[src/rtl/core/bvg_pkg.sv]
// ----------------------------------------------------------------------------
// bvg_pkg
// Shared widths, register codes and unit status type for the battery gauge.
// ----------------------------------------------------------------------------
package bvg_pkg;

  localparam int TIME_BITS = 48;
  localparam int ADC_BITS  = 12;

  localparam int RATIO_W   = 8;
  localparam int MV_W      = 16;
  localparam int PCT_W     = 8;
  localparam int CFG_IDX_W = 3;

  // pin * ratio product, and the shared divider numerator width
  localparam int PROD_W    = ADC_BITS + RATIO_W;
  localparam int PCT_NUM_W = MV_W + 7;
  localparam int DIV_NW    = (PROD_W > PCT_NUM_W) ? PROD_W : PCT_NUM_W;

  localparam int TCNT_W    = $clog2(TIME_BITS);
  localparam int MCNT_W    = $clog2(RATIO_W);
  localparam int DCNT_W    = $clog2(DIV_NW);

  localparam int IN_W      = TIME_BITS + ADC_BITS;
  localparam int S_TDATA_W = ((IN_W + 7) / 8) * 8;
  localparam int OUT_W     = 1 + 1 + MV_W + PCT_W + 1;
  localparam int M_TDATA_W = ((OUT_W + 7) / 8) * 8;

  localparam logic [MV_W-1:0]  SCALE_DIVISOR = 16'd10;
  localparam logic [PCT_W-1:0] PCT_FULL      = 8'd100;
  localparam logic [PCT_W-1:0] PCT_EMPTY     = 8'd0;
  localparam logic [PCT_W-1:0] PCT_UNKNOWN   = 8'd255;
  localparam logic [PCT_NUM_W-1:0] PCT_SCALE = 23'd100;

  localparam logic [RATIO_W-1:0] RST_DIVIDER  = 8'd20;
  localparam logic [MV_W-1:0]    RST_PL_MIN   = 16'd2500;
  localparam logic [MV_W-1:0]    RST_PL_MAX   = 16'd4500;
  localparam logic [MV_W-1:0]    RST_FULL     = 16'd4200;
  localparam logic [MV_W-1:0]    RST_EMPTY    = 16'd3300;
  localparam logic [MV_W-1:0]    RST_LOW      = 16'd3500;
  localparam logic [MV_W-1:0]    RST_INTERVAL = 16'd1000;

  typedef enum logic [CFG_IDX_W-1:0] {
    REG_DIVIDER  = 3'd0,
    REG_PL_MIN   = 3'd1,
    REG_PL_MAX   = 3'd2,
    REG_FULL     = 3'd3,
    REG_EMPTY    = 3'd4,
    REG_LOW      = 3'd5,
    REG_INTERVAL = 3'd6
  } cfg_reg_t;

  // status of an iterative unit: busy while shifting, done as busy drops
  typedef struct packed {
    logic busy;
    logic done;
  } unit_stat_t;

endpackage

[src/rtl/core/bvg_tcmp.sv]
// ----------------------------------------------------------------------------
// bvg_tcmp
// Bit-serial elapsed-time check: (now - last) mod 2^TIME_BITS < interval.
// ----------------------------------------------------------------------------
module bvg_tcmp (
  input  logic                           clk,
  input  logic                           rst,
  input  logic                           start,
  input  logic [bvg_pkg::TIME_BITS-1:0]  now_ms,
  input  logic [bvg_pkg::TIME_BITS-1:0]  last_ms,
  input  logic [bvg_pkg::MV_W-1:0]       interval_ms,
  output bvg_pkg::unit_stat_t            stat,
  output logic                           less
);

  logic [bvg_pkg::TIME_BITS-1:0] now_sr;
  logic [bvg_pkg::TIME_BITS-1:0] last_sr;
  logic [bvg_pkg::TIME_BITS-1:0] ivl_sr;
  logic [bvg_pkg::TCNT_W-1:0]    cnt;
  logic                          borrow;
  logic                          busy;
  logic                          done;
  logic                          d_bit;
  logic                          borrow_next;
  logic                          less_next;

  // one difference bit per cycle, LSB first; compare runs on the same bit
  assign d_bit       = now_sr[0] ^ last_sr[0] ^ borrow;
  assign borrow_next = (~now_sr[0] & last_sr[0]) | (~(now_sr[0] ^ last_sr[0]) & borrow);
  assign less_next   = (~d_bit & ivl_sr[0]) | (~(d_bit ^ ivl_sr[0]) & less);

  always_ff @(posedge clk) begin
    if (rst) begin
      busy <= 1'b0;
      done <= 1'b0;
      cnt  <= '0;
    end else begin
      done <= 1'b0;
      if (start) begin
        now_sr  <= now_ms;
        last_sr <= last_ms;
        ivl_sr  <= bvg_pkg::TIME_BITS'(interval_ms);
        borrow  <= 1'b0;
        less    <= 1'b0;
        cnt     <= bvg_pkg::TCNT_W'(bvg_pkg::TIME_BITS - 1);
        busy    <= 1'b1;
      end else if (busy) begin
        now_sr  <= now_sr >> 1;
        last_sr <= last_sr >> 1;
        ivl_sr  <= ivl_sr >> 1;
        borrow  <= borrow_next;
        less    <= less_next;
        cnt     <= cnt - 1'b1;
        if (cnt == '0) begin
          busy <= 1'b0;
          done <= 1'b1;
        end
      end
    end
  end

  assign stat.busy = busy;
  assign stat.done = done;

endmodule

[src/rtl/core/bvg_mult.sv]
// ----------------------------------------------------------------------------
// bvg_mult
// Shift-add multiplier: pin millivolts times divider ratio, one ratio bit a cycle.
// ----------------------------------------------------------------------------
module bvg_mult (
  input  logic                          clk,
  input  logic                          rst,
  input  logic                          start,
  input  logic [bvg_pkg::ADC_BITS-1:0]  pin_mv,
  input  logic [bvg_pkg::RATIO_W-1:0]   ratio,
  output bvg_pkg::unit_stat_t           stat,
  output logic [bvg_pkg::PROD_W-1:0]    product
);

  logic [bvg_pkg::PROD_W-1:0]  mcand;
  logic [bvg_pkg::RATIO_W-1:0] mplier;
  logic [bvg_pkg::MCNT_W-1:0]  cnt;
  logic                        busy;
  logic                        done;

  always_ff @(posedge clk) begin
    if (rst) begin
      busy <= 1'b0;
      done <= 1'b0;
      cnt  <= '0;
    end else begin
      done <= 1'b0;
      if (start) begin
        mcand   <= bvg_pkg::PROD_W'(pin_mv);
        mplier  <= ratio;
        product <= '0;
        cnt     <= bvg_pkg::MCNT_W'(bvg_pkg::RATIO_W - 1);
        busy    <= 1'b1;
      end else if (busy) begin
        if (mplier[0]) begin
          product <= product + mcand;
        end
        mcand  <= mcand << 1;
        mplier <= mplier >> 1;
        cnt    <= cnt - 1'b1;
        if (cnt == '0) begin
          busy <= 1'b0;
          done <= 1'b1;
        end
      end
    end
  end

  assign stat.busy = busy;
  assign stat.done = done;

endmodule

[src/rtl/core/bvg_div.sv]
// ----------------------------------------------------------------------------
// bvg_div
// Restoring divider, one quotient bit a cycle, MSB first. Shared by the /10
// scaling and the percent computation.
// ----------------------------------------------------------------------------
module bvg_div (
  input  logic                         clk,
  input  logic                         rst,
  input  logic                         start,
  input  logic [bvg_pkg::DIV_NW-1:0]   numer,
  input  logic [bvg_pkg::MV_W-1:0]     denom,
  output bvg_pkg::unit_stat_t          stat,
  output logic [bvg_pkg::DIV_NW-1:0]   quot
);

  logic [bvg_pkg::MV_W-1:0]   rem;
  logic [bvg_pkg::MV_W-1:0]   den;
  logic [bvg_pkg::DCNT_W-1:0] cnt;
  logic                       busy;
  logic                       done;
  logic [bvg_pkg::MV_W:0]     shifted;
  logic [bvg_pkg::MV_W+1:0]   diff;
  logic                       ge;

  // quot starts out holding the numerator; bits shift out the top as
  // quotient bits shift in at the bottom
  assign shifted = {rem, quot[bvg_pkg::DIV_NW-1]};
  assign diff    = {1'b0, shifted} - {2'b00, den};
  assign ge      = ~diff[bvg_pkg::MV_W+1];

  always_ff @(posedge clk) begin
    if (rst) begin
      busy <= 1'b0;
      done <= 1'b0;
      cnt  <= '0;
    end else begin
      done <= 1'b0;
      if (start) begin
        quot <= numer;
        den  <= denom;
        rem  <= '0;
        cnt  <= bvg_pkg::DCNT_W'(bvg_pkg::DIV_NW - 1);
        busy <= 1'b1;
      end else if (busy) begin
        rem  <= ge ? diff[bvg_pkg::MV_W-1:0] : shifted[bvg_pkg::MV_W-1:0];
        quot <= {quot[bvg_pkg::DIV_NW-2:0], ge};
        cnt  <= cnt - 1'b1;
        if (cnt == '0) begin
          busy <= 1'b0;
          done <= 1'b1;
        end
      end
    end
  end

  assign stat.busy = busy;
  assign stat.done = done;

endmodule

[src/rtl/core/battery_voltage_gauge.sv]
// ----------------------------------------------------------------------------
// battery_voltage_gauge
// Smoothed battery voltage, charge percent and low flag from timer ticks.
// ----------------------------------------------------------------------------
// Flow: a skipped sample runs the serial time check, then picks its percent;
//   a sampled one adds the /10 divide and judge step; either adds a percent
//   divide when the average is valid and lies strictly between empty and full.
// Ticks are taken one at a time, the next the cycle after the result
//   is registered; the time per tick is set by the serial time check, the
//   shared bit-serial divider and any wait for room in the output register.
// Reset: rst (sync, high) loads register defaults and clears average state.
// ----------------------------------------------------------------------------
module battery_voltage_gauge (
  input  logic                            clk,
  input  logic                            rst,

  // tick input: now_ms [TIME_BITS-1:0], pin_mv [next ADC_BITS], zero fill
  input  logic                            s_tvalid,
  output logic                            s_tready,
  input  logic [bvg_pkg::S_TDATA_W-1:0]   s_tdata,

  // result: sampled [0], battery_valid [1], smoothed_mv [17:2],
  //   percent [25:18], battery_low [26], zero fill
  output logic                            m_tvalid,
  input  logic                            m_tready,
  output logic [bvg_pkg::M_TDATA_W-1:0]   m_tdata,

  // register write channel
  input  logic                            cfg_valid,
  output logic                            cfg_ready,
  input  logic [bvg_pkg::CFG_IDX_W-1:0]   cfg_index,
  input  logic [bvg_pkg::MV_W-1:0]        cfg_data
);

  typedef enum logic [2:0] {
    ST_IDLE,
    ST_TIME,     // serial interval check, multiply runs alongside
    ST_SCALE,    // product / 10
    ST_JUDGE,    // plausibility window and average update
    ST_PCT,      // pick percent or start its divide
    ST_PCTDIV,
    ST_OUT       // wait for room in the output register
  } state_t;

  state_t state;

  // configuration
  logic [bvg_pkg::RATIO_W-1:0] divider_ratio_x10;
  logic [bvg_pkg::MV_W-1:0]    plausible_min_mv;
  logic [bvg_pkg::MV_W-1:0]    plausible_max_mv;
  logic [bvg_pkg::MV_W-1:0]    full_mv;
  logic [bvg_pkg::MV_W-1:0]    empty_mv;
  logic [bvg_pkg::MV_W-1:0]    low_mv;
  logic [bvg_pkg::MV_W-1:0]    sample_interval_ms;

  // gauge state
  logic                          valid_flag;
  logic [bvg_pkg::MV_W-1:0]      average_mv;
  logic [bvg_pkg::TIME_BITS-1:0] last_sample_time;
  logic                          average_started;

  // per-tick working registers
  logic [bvg_pkg::TIME_BITS-1:0] now_ms;
  logic [bvg_pkg::ADC_BITS-1:0]  pin_mv;
  logic                          sampled;
  logic [bvg_pkg::PCT_W-1:0]     percent;
  logic                          unit_start;
  logic                          div_start;
  logic [bvg_pkg::DIV_NW-1:0]    div_numer;
  logic [bvg_pkg::MV_W-1:0]      div_denom;

  bvg_pkg::unit_stat_t          tcmp_stat;
  bvg_pkg::unit_stat_t          mult_stat;
  bvg_pkg::unit_stat_t          div_stat;
  logic                         too_soon;
  logic [bvg_pkg::PROD_W-1:0]   product;
  logic [bvg_pkg::DIV_NW-1:0]   quot;

  logic [bvg_pkg::PROD_W-1:0]    vbat;
  logic                          plausible;
  logic [bvg_pkg::MV_W+1:0]      blend_sum;
  logic [bvg_pkg::PCT_NUM_W-1:0] pct_numer;
  logic                          is_low;

  assign s_tready  = (state == ST_IDLE);
  assign cfg_ready = 1'b1;

  bvg_tcmp u_tcmp (
    .clk         (clk),
    .rst         (rst),
    .start       (unit_start),
    .now_ms      (now_ms),
    .last_ms     (last_sample_time),
    .interval_ms (sample_interval_ms),
    .stat        (tcmp_stat),
    .less        (too_soon)
  );

  bvg_mult u_mult (
    .clk     (clk),
    .rst     (rst),
    .start   (unit_start),
    .pin_mv  (pin_mv),
    .ratio   (divider_ratio_x10),
    .stat    (mult_stat),
    .product (product)
  );

  bvg_div u_div (
    .clk   (clk),
    .rst   (rst),
    .start (div_start),
    .numer (div_numer),
    .denom (div_denom),
    .stat  (div_stat),
    .quot  (quot)
  );

  // scaled reading; a quotient of a PROD_W-bit numerator fits PROD_W bits
  assign vbat      = quot[bvg_pkg::PROD_W-1:0];
  assign plausible = (vbat >= bvg_pkg::PROD_W'(plausible_min_mv)) &&
                     (vbat <= bvg_pkg::PROD_W'(plausible_max_mv));
  // 3:1 blend; a plausible reading never exceeds 16 bits
  assign blend_sum = {2'b00, average_mv} + {1'b0, average_mv, 1'b0} +
                     {2'b00, vbat[bvg_pkg::MV_W-1:0]};
  assign pct_numer = bvg_pkg::PCT_NUM_W'(average_mv - empty_mv) * bvg_pkg::PCT_SCALE;
  assign is_low    = valid_flag && (average_mv < low_mv);

  always_ff @(posedge clk) begin
    if (rst) begin
      state              <= ST_IDLE;
      divider_ratio_x10  <= bvg_pkg::RST_DIVIDER;
      plausible_min_mv   <= bvg_pkg::RST_PL_MIN;
      plausible_max_mv   <= bvg_pkg::RST_PL_MAX;
      full_mv            <= bvg_pkg::RST_FULL;
      empty_mv           <= bvg_pkg::RST_EMPTY;
      low_mv             <= bvg_pkg::RST_LOW;
      sample_interval_ms <= bvg_pkg::RST_INTERVAL;
      valid_flag         <= 1'b0;
      average_mv         <= '0;
      last_sample_time   <= '0;
      average_started    <= 1'b0;
      unit_start         <= 1'b0;
      div_start          <= 1'b0;
      m_tvalid           <= 1'b0;
    end else begin
      unit_start <= 1'b0;
      div_start  <= 1'b0;

      if (cfg_valid) begin
        case (bvg_pkg::cfg_reg_t'(cfg_index))
          bvg_pkg::REG_DIVIDER:  divider_ratio_x10  <= cfg_data[bvg_pkg::RATIO_W-1:0];
          bvg_pkg::REG_PL_MIN:   plausible_min_mv   <= cfg_data;
          bvg_pkg::REG_PL_MAX:   plausible_max_mv   <= cfg_data;
          bvg_pkg::REG_FULL:     full_mv            <= cfg_data;
          bvg_pkg::REG_EMPTY:    empty_mv           <= cfg_data;
          bvg_pkg::REG_LOW:      low_mv             <= cfg_data;
          bvg_pkg::REG_INTERVAL: sample_interval_ms <= cfg_data;
          default: ;
        endcase
      end

      // output register: loaded in ST_OUT when free, dropped once taken
      if (state == ST_OUT && (!m_tvalid || m_tready)) begin
        m_tvalid <= 1'b1;
      end else if (m_tready) begin
        m_tvalid <= 1'b0;
      end

      case (state)
        ST_IDLE: begin
          if (s_tvalid) begin
            now_ms     <= s_tdata[bvg_pkg::TIME_BITS-1:0];
            pin_mv     <= s_tdata[bvg_pkg::IN_W-1:bvg_pkg::TIME_BITS];
            unit_start <= 1'b1;
            state      <= ST_TIME;
          end
        end

        ST_TIME: begin
          // multiply is shorter than the time check; busy test is a guard
          if (tcmp_stat.done && !mult_stat.busy) begin
            if (average_started && too_soon) begin
              sampled <= 1'b0;
              state   <= ST_PCT;
            end else begin
              sampled   <= 1'b1;
              div_numer <= bvg_pkg::DIV_NW'(product);
              div_denom <= bvg_pkg::SCALE_DIVISOR;
              div_start <= 1'b1;
              state     <= ST_SCALE;
            end
          end
        end

        ST_SCALE: begin
          if (div_stat.done) begin
            state <= ST_JUDGE;
          end
        end

        ST_JUDGE: begin
          last_sample_time <= now_ms;
          if (!plausible) begin
            valid_flag <= 1'b0;
          end else begin
            if (!average_started) begin
              average_mv      <= vbat[bvg_pkg::MV_W-1:0];
              average_started <= 1'b1;
            end else begin
              average_mv <= blend_sum[bvg_pkg::MV_W+1:2];
            end
            valid_flag <= 1'b1;
          end
          state <= ST_PCT;
        end

        ST_PCT: begin
          // full not above empty falls into one of the clamps, never divides
          if (!valid_flag) begin
            percent <= bvg_pkg::PCT_UNKNOWN;
            state   <= ST_OUT;
          end else if (average_mv >= full_mv) begin
            percent <= bvg_pkg::PCT_FULL;
            state   <= ST_OUT;
          end else if (average_mv <= empty_mv) begin
            percent <= bvg_pkg::PCT_EMPTY;
            state   <= ST_OUT;
          end else begin
            div_numer <= bvg_pkg::DIV_NW'(pct_numer);
            div_denom <= full_mv - empty_mv;
            div_start <= 1'b1;
            state     <= ST_PCTDIV;
          end
        end

        ST_PCTDIV: begin
          if (div_stat.done) begin
            percent <= quot[bvg_pkg::PCT_W-1:0];
            state   <= ST_OUT;
          end
        end

        ST_OUT: begin
          if (!m_tvalid || m_tready) begin
            m_tdata  <= bvg_pkg::M_TDATA_W'({is_low, percent, average_mv,
                                             valid_flag, sampled});
            state    <= ST_IDLE;
          end
        end

        default: state <= ST_IDLE;
      endcase
    end
  end

endmodule
[config.mk]
export PLATFORM = sky130hd
export DESIGN_NAME = battery_voltage_gauge
export DESIGN_NICKNAME = d
export VERILOG_FILES = /design/src/rtl/core/bvg_pkg.sv /design/src/rtl/core/bvg_tcmp.sv /design/src/rtl/core/bvg_mult.sv /design/src/rtl/core/bvg_div.sv /design/src/rtl/core/battery_voltage_gauge.sv
export SDC_FILE = /design/constraint.sdc
export NUM_CORES = 1
export LEC_CHECK = 0
export BUFFER_PORTS_ARGS = -buffer_cell sky130_fd_sc_hd__buf_2
export CAP_MARGIN = 15
export CORE_MARGIN = 2
export CORE_UTILIZATION = 40
export CTS_CLUSTER_DIAMETER = 60
export DETAILED_ROUTE_END_ITERATION = 8
export PLACE_DENSITY = 0.66
export RECOVER_POWER = 50
export SYNTH_ARGS = -nofsm -noshare
export SYNTH_HDL_FRONTEND = slang
export SYNTH_SLANG_ARGS = --single-unit
[constraint.sdc]
create_clock -name clk -period 12.5 [get_ports clk]
set_input_delay 1.875 -clock clk [delete_from_list [all_inputs] [get_ports clk]]
set_output_delay 1.875 -clock clk [all_outputs]
set_load 0.05 [all_outputs]
== Word-level counts from Yosys, hierarchy flattened ==
Index checks and enable logic that the tools add are counted.

* Flip-flop bits (word level): 578
* Bits in read-only memories: 0
* Bits of input ports: 88
* RAM bits: 0
* Bits in latches: 0
* Memories kept: 0

* Bitwise logic cells: 18
* Reductions and logical operators: 44
* Shifts and indexed selects: 0
* Div/mod/pow operators: 0
* Multipliers: 1
* Eq/ne operators: 22
* Multiplexer cells: 73
* Magnitude comparators: 5
* Add/subtract/negate cells: 9

{| class="wikitable"
|+ Operator list
! kind !! number
|-
| $mux 48 || 4
|-
| $mux 23 || 7
|-
| $mux 16 || 9
|-
| $mux 20 || 3
|-
| $mux 8 || 6
|-
| $mux 47 || 1
|-
| $pmux 23 s2 || 1
|-
| $pmux 16 s2 || 1
|-
| $mux 3 || 8
|-
| $reduce_and 2->1 || 12
|-
| $mul 23x5->21 const B || 1
|-
| $mux 1 || 22
|-
| $pmux 3 s7 || 1
|-
| $add 20x20->20 || 1
|-
| $ge 20x16->1 || 1
|-
| $le 20x16->1 || 1
|-
| $add 16x17->18 || 1
|-
| $add 18x16->18 || 1
|-
| $eq 3x3->1 const B || 6
|-
| $sub 17x16->18 || 1
|-
| $sub 16x16->17 || 1
|-
| $ge 16x16->1 || 1
|-
| $le 16x16->1 || 1
|-
| $lt 16x16->1 || 1
|-
| 32 further kinds || 80
|}

== Longest topological paths before layout ==
* Depth after elaboration: 7
* Gate-level depth with buffers: 24
* Mapped depth without buffers: 24

== Modules after synthesis ==
From an unflattened synthesis, not the netlist that was laid out.

* Cell total of the unflattened synthesis: 2584
* Area total of the unflattened synthesis: 28237.1 sq um

{| class="wikitable"
|+ Modules (own cells, without submodules)
! module !! cells each !! area an instance (sq um) !! instances !! seq. area each (sq um)
|-
| battery_voltage_gauge || 1752 || 16669.7 || 1 || 7577.3
|-
| bvg_tcmp || 288 || 5181.2 || 1 || 3583.4
|-
| bvg_div || 274 || 3338.2 || 1 || 1791.7
|-
| bvg_mult || 270 || 3047.9 || 1 || 1541.5
|}

== Worst setup path before layout ==
No wires, ideal clock.

* Path kind: in2reg
* Start: input rst
* End: register u_tcmp.borrow (enable)
* Arrival time: 7.042 ns
* Slack: 4.869 ns
* Stages on the path: 3
* Setup time: 0.589 ns
* Data required time: 11.911 ns
* Path through: clkbuf_1 -> clkbuf_1 -> nor2_1

* Cells in the longest elaborated chain, start to end: 2

{| class="wikitable"
|+ RTL lines
! element !! RTL line !! RTL
|-
| from (decl) || battery_voltage_gauge.sv:15 || <nowiki>input logic rst,</nowiki>
|-
| $not 1->1 (no line) || - ||
|-
| $reduce_and 2->1 (no line) || - ||
|-
| to (signal assigned) || bvg_tcmp.sv:51 || <nowiki>borrow <= borrow_next;</nowiki>
|-
| to (decl) || bvg_tcmp.sv:20 || <nowiki>logic borrow;</nowiki>
|}

Every way passes these cells.
A chain may end at the register's enable or synchronous reset.

== Final worst setup path ==
* Start: register unit_start
* End: register u_tcmp.now_sr[45] in the netlist's numbering, data pin

* Cells in the longest elaborated chain, start to end: 1

{| class="wikitable"
|+ RTL lines
! element !! RTL line !! RTL
|-
| from (decl) || battery_voltage_gauge.sv:67 || <nowiki>logic unit_start;</nowiki>
|-
| from (signal assigned) || battery_voltage_gauge.sv:143 || <nowiki>unit_start <= 1'b0;</nowiki>
|-
| from (signal assigned) || battery_voltage_gauge.sv:147 || <nowiki>unit_start <= 1'b0;</nowiki>
|-
| from (signal assigned) || battery_voltage_gauge.sv:175 || <nowiki>unit_start <= 1'b1;</nowiki>
|-
| $mux 48 || bvg_tcmp.sv:39 || <nowiki>if (start) begin</nowiki>
|-
| to (signal assigned) || bvg_tcmp.sv:40 || <nowiki>now_sr <= now_ms;</nowiki>
|-
| to (signal assigned) || bvg_tcmp.sv:48 || <nowiki>now_sr <= now_sr >> 1;</nowiki>
|-
| to (decl) || bvg_tcmp.sv:16 || <nowiki>logic [bvg_pkg::TIME_BITS-1:0] now_sr;</nowiki>
|}

Every way passes these cells.

==> impl_results.md <==
* Status: finished with violations
* Failing checks: DRC, capacitance limit, slew limit
* Power Density at 145 mW/mm²
* Layout cells sized above 1 at 0.140
* CTS buffer count at 56
* 1st-iter DRT viols at 1,229
* Crit-path max cell delay at 2.62 ns
* Max VDD drop at 0.130 mV
* CTS tree: yes
* First-pass GRT wire length at 101,000 µm
* Final HPWL DP at 45,000 µm
* Crit Path Class: flip-flop to flip-flop
* Setup TNS Final at 0 ns
* Post-Synthesis Cell Area at 0.0279 mm²
* CP cell instances: clkbuf_1 -> clkbuf_1 -> mux2_2
* Delay-heaviest family, CP: buffers and inverters
* Synth area leaders: edfxtp_1 38%, dfxtp_1 14%, ha_1 8.9%, mux2_2 6.3%, nand2_1 4.7%
* Worst-Skew Late Latency at 0.64 ns
* Post-route ant nets at 0
* Post-synth EDFFs at 352
* Clock sinks at 547
* Most frequent cell after synthesis: edfxtp_1
* Max Cap Viol at 9
* Seq pwr share at 0.477
* Worst Hold Class: flip-flop to flip-flop
* Cell count after synthesis at 2,556
* DRC at 2
* Clock Path Buffers at 3
* Syn Area/Cell at 10.9 µm²
* Post-synthesis async set-or-reset flop share at 0
* Distinct cells, synth at 76
* Ys flop type: edfxtp_1
* #FFs+latches synth at 547
* Area grow syn2layout at 12.3%
* Leak at 0.0122 µW
* Sw Pwr at 1180 µW
* Commonest cells post-synth: 352 x edfxtp_1, 350 x nand2_1, 212 x a21oi_1
* # hold bufs at CTS at 0
* Layout Nets at 2,980
* Levels on crit path at 3
* Clock Power Share at 0.376
* Worst Max-Slew Pin Slew at 3.50 ns
* Die Ht at 268 µm
* Grt total ovfl at 0
* Slew headroom at -1.33
* Crit path to: u_tcmp.now_sr[45]
* Max FO, Critical Path at 68
* WP data arrival at 7.69 ns
* Worst Setup Start Kind: flip-flop
* Vias after detailed routing at 19.1k
* RD Place Congestion at 0.913
* Initial antenna violation count at 9
* R2r worst-path depth at 3
* Final Hold Fails at 0
* GRT Total Usage at 0.178
* Logic pwr share at 0.147
* Initial core utilization at 0.405
* Die width at 268 µm
* FF-to-FF Start: unit_start
* Share of the synthesized area in the top cell type at 0.379
* Core Box Area at 0.0688 mm²
* Peak Freq at 0.137 GHz
* Worst EP required at 12.87 ns
* Fin crit share at 0.585
* Fin Clk Skew at 0.0376 ns
* Largest net degree at the start of global routing at 73
* Pre-CTS worst setup slack at 6.76 ns
* Post-CTS Setup Repair Bufs at 0
* Worst-path clk slew at 0.07 ns
* Root Buffer: clkbuf_16
* Buffers & Inverters on Critical Path at 2
* Switching part of the total at 0.259
* # IOs at 123
* Worst path slowest cell: clkbuf_1
* Seq/Total Area, Yosys at 0.519
* Minimum clock period at 7.31 ns
* Number of global-route vias before repair at 19.0k
* Setup WS post-layout at 5.19 ns
* CP most frequent cell: clkbuf_1
* Critical Path Source: unit_start
* Total routed wirelength at 64,300 µm
* Cell internal pwr at 3370 µW
* Post-layout util at 0.455
* # rows at 96
* Port Buf Inserts at 112
* Final setup vio count at 0
* Setup crit end kind: flip-flop
* Reg-to-reg endpoint: u_tcmp.now_sr[45]
* Drt pass-1 iters at 7
* Area leader, netlist: edfxtp_1
* Post-CTS Resized at 0
* Yosys warns at 0
* Post-DR wirelength/cell at 17.7 µm
* Max Slew Vio Count at 436
* Reg2reg setup slack at 5.19 ns
* Max H-tree Level at 2
* RSZ-0062 raised after global routing: no
* Vias/cell at 5.26
* Die ar. at 0.0719 mm²
[area by class of cell]
type                       count  area (µm²)
fill                        6347       37500
sequential                   547       14500
multi-input combinational   1704       12300
clock buffer                  78        1610
tap                          931        1160
inverter                     209         785
timing repair buffer         138         724
clock inverter                28         314
antenna                        1        2.50
[power groups by stage]
stage               Sequential, µW  Clock (µW)  Combinational, µW
floorplan                     2180           0                515
global placement              2200           0                632
detailed placement            2210           0                654
CTS                           2170        1760                661
global route                  2180        1820                748
finish                        2170        1710                669
[cell usage in the layout, fill, tap and decap left out, types with 42 or more instances in the layout]
cell type | netlist | layout
a21o_1 | 42 | 42
a21oi_1 | 212 | 212
buf_2 | 1 | 91
clkbuf_1 | 86 | 42
clkbuf_16 | 0 | 57
dfxtp_1 | 195 | 195
edfxtp_1 | 352 | 352
ha_1 | 199 | 199
inv_1 | 207 | 207
mux2_2 | 156 | 154
nand2_1 | 350 | 350
nand3_1 | 43 | 42
nor2_1 | 127 | 125
nor3_1 | 48 | 46
o21ai_0 | 86 | 86
xnor2_1 | 42 | 42
[sequential cells by signal (all words and copies together) (netlist names), 20 cells and up]
register          count
u_tcmp.now_sr        48
last_sample_time     48
div_numer            23
u_div.quot           23
u_mult.mcand         20
u_tcmp.last_sr       48
u_mult.product       20
now_ms               48
m_tdata              27
[per-layer routing]
layer	routed length, µm	GRT usage	vias to the layer above
li1	-	-	9278
met1	28000	0.233	9192
met2	30400	0.298	498
met3	3760	0.0304	145
met4	2120	0.0628	16
met5	82	0	-
[per-stage QoR]
stage	instance area (µm²)	cells	total power (µW)	hold slack, ns
floorplan	27900	2560	2700	0.400
global placement	29400	3525	2840	0.404
detailed placement	29400	3525	2860	0.405
CTS	31300	3631	4590	0.419
global route	31300	3635	4750	0.425
finish	31300	3636	4550	0.418
[worst reg2reg max path, cell delays in order (launching register included)]
cell and delay (ns):
dfxtp_1 1.48, clkbuf_1 2.38, clkbuf_1 2.66, mux2_2 0.53
[worst min path at each step]
stage,from,end,depth (start not counted)
3_5_place_dp,div_denom[5],u_div.den[5],0
6_report,div_denom[5],u_div.den[5],0
2_1_floorplan,sampled,m_tdata[0],0
5_1_grt,div_denom[4],u_div.den[4],0
3_3_place_gp,div_denom[12],u_div.den[12],0
4_1_cts,div_denom[5],u_div.den[5],0
[cells by family after synthesis]
kind of cell    synth area share
xor+xnor                  0.0234
mux                       0.0666
other cells             0.000269
flops                      0.519
simple gates               0.114
fa+ha+maj                  0.116
compound gates             0.118
buf+inv                   0.0434
(Power assumes the default switching activity.)
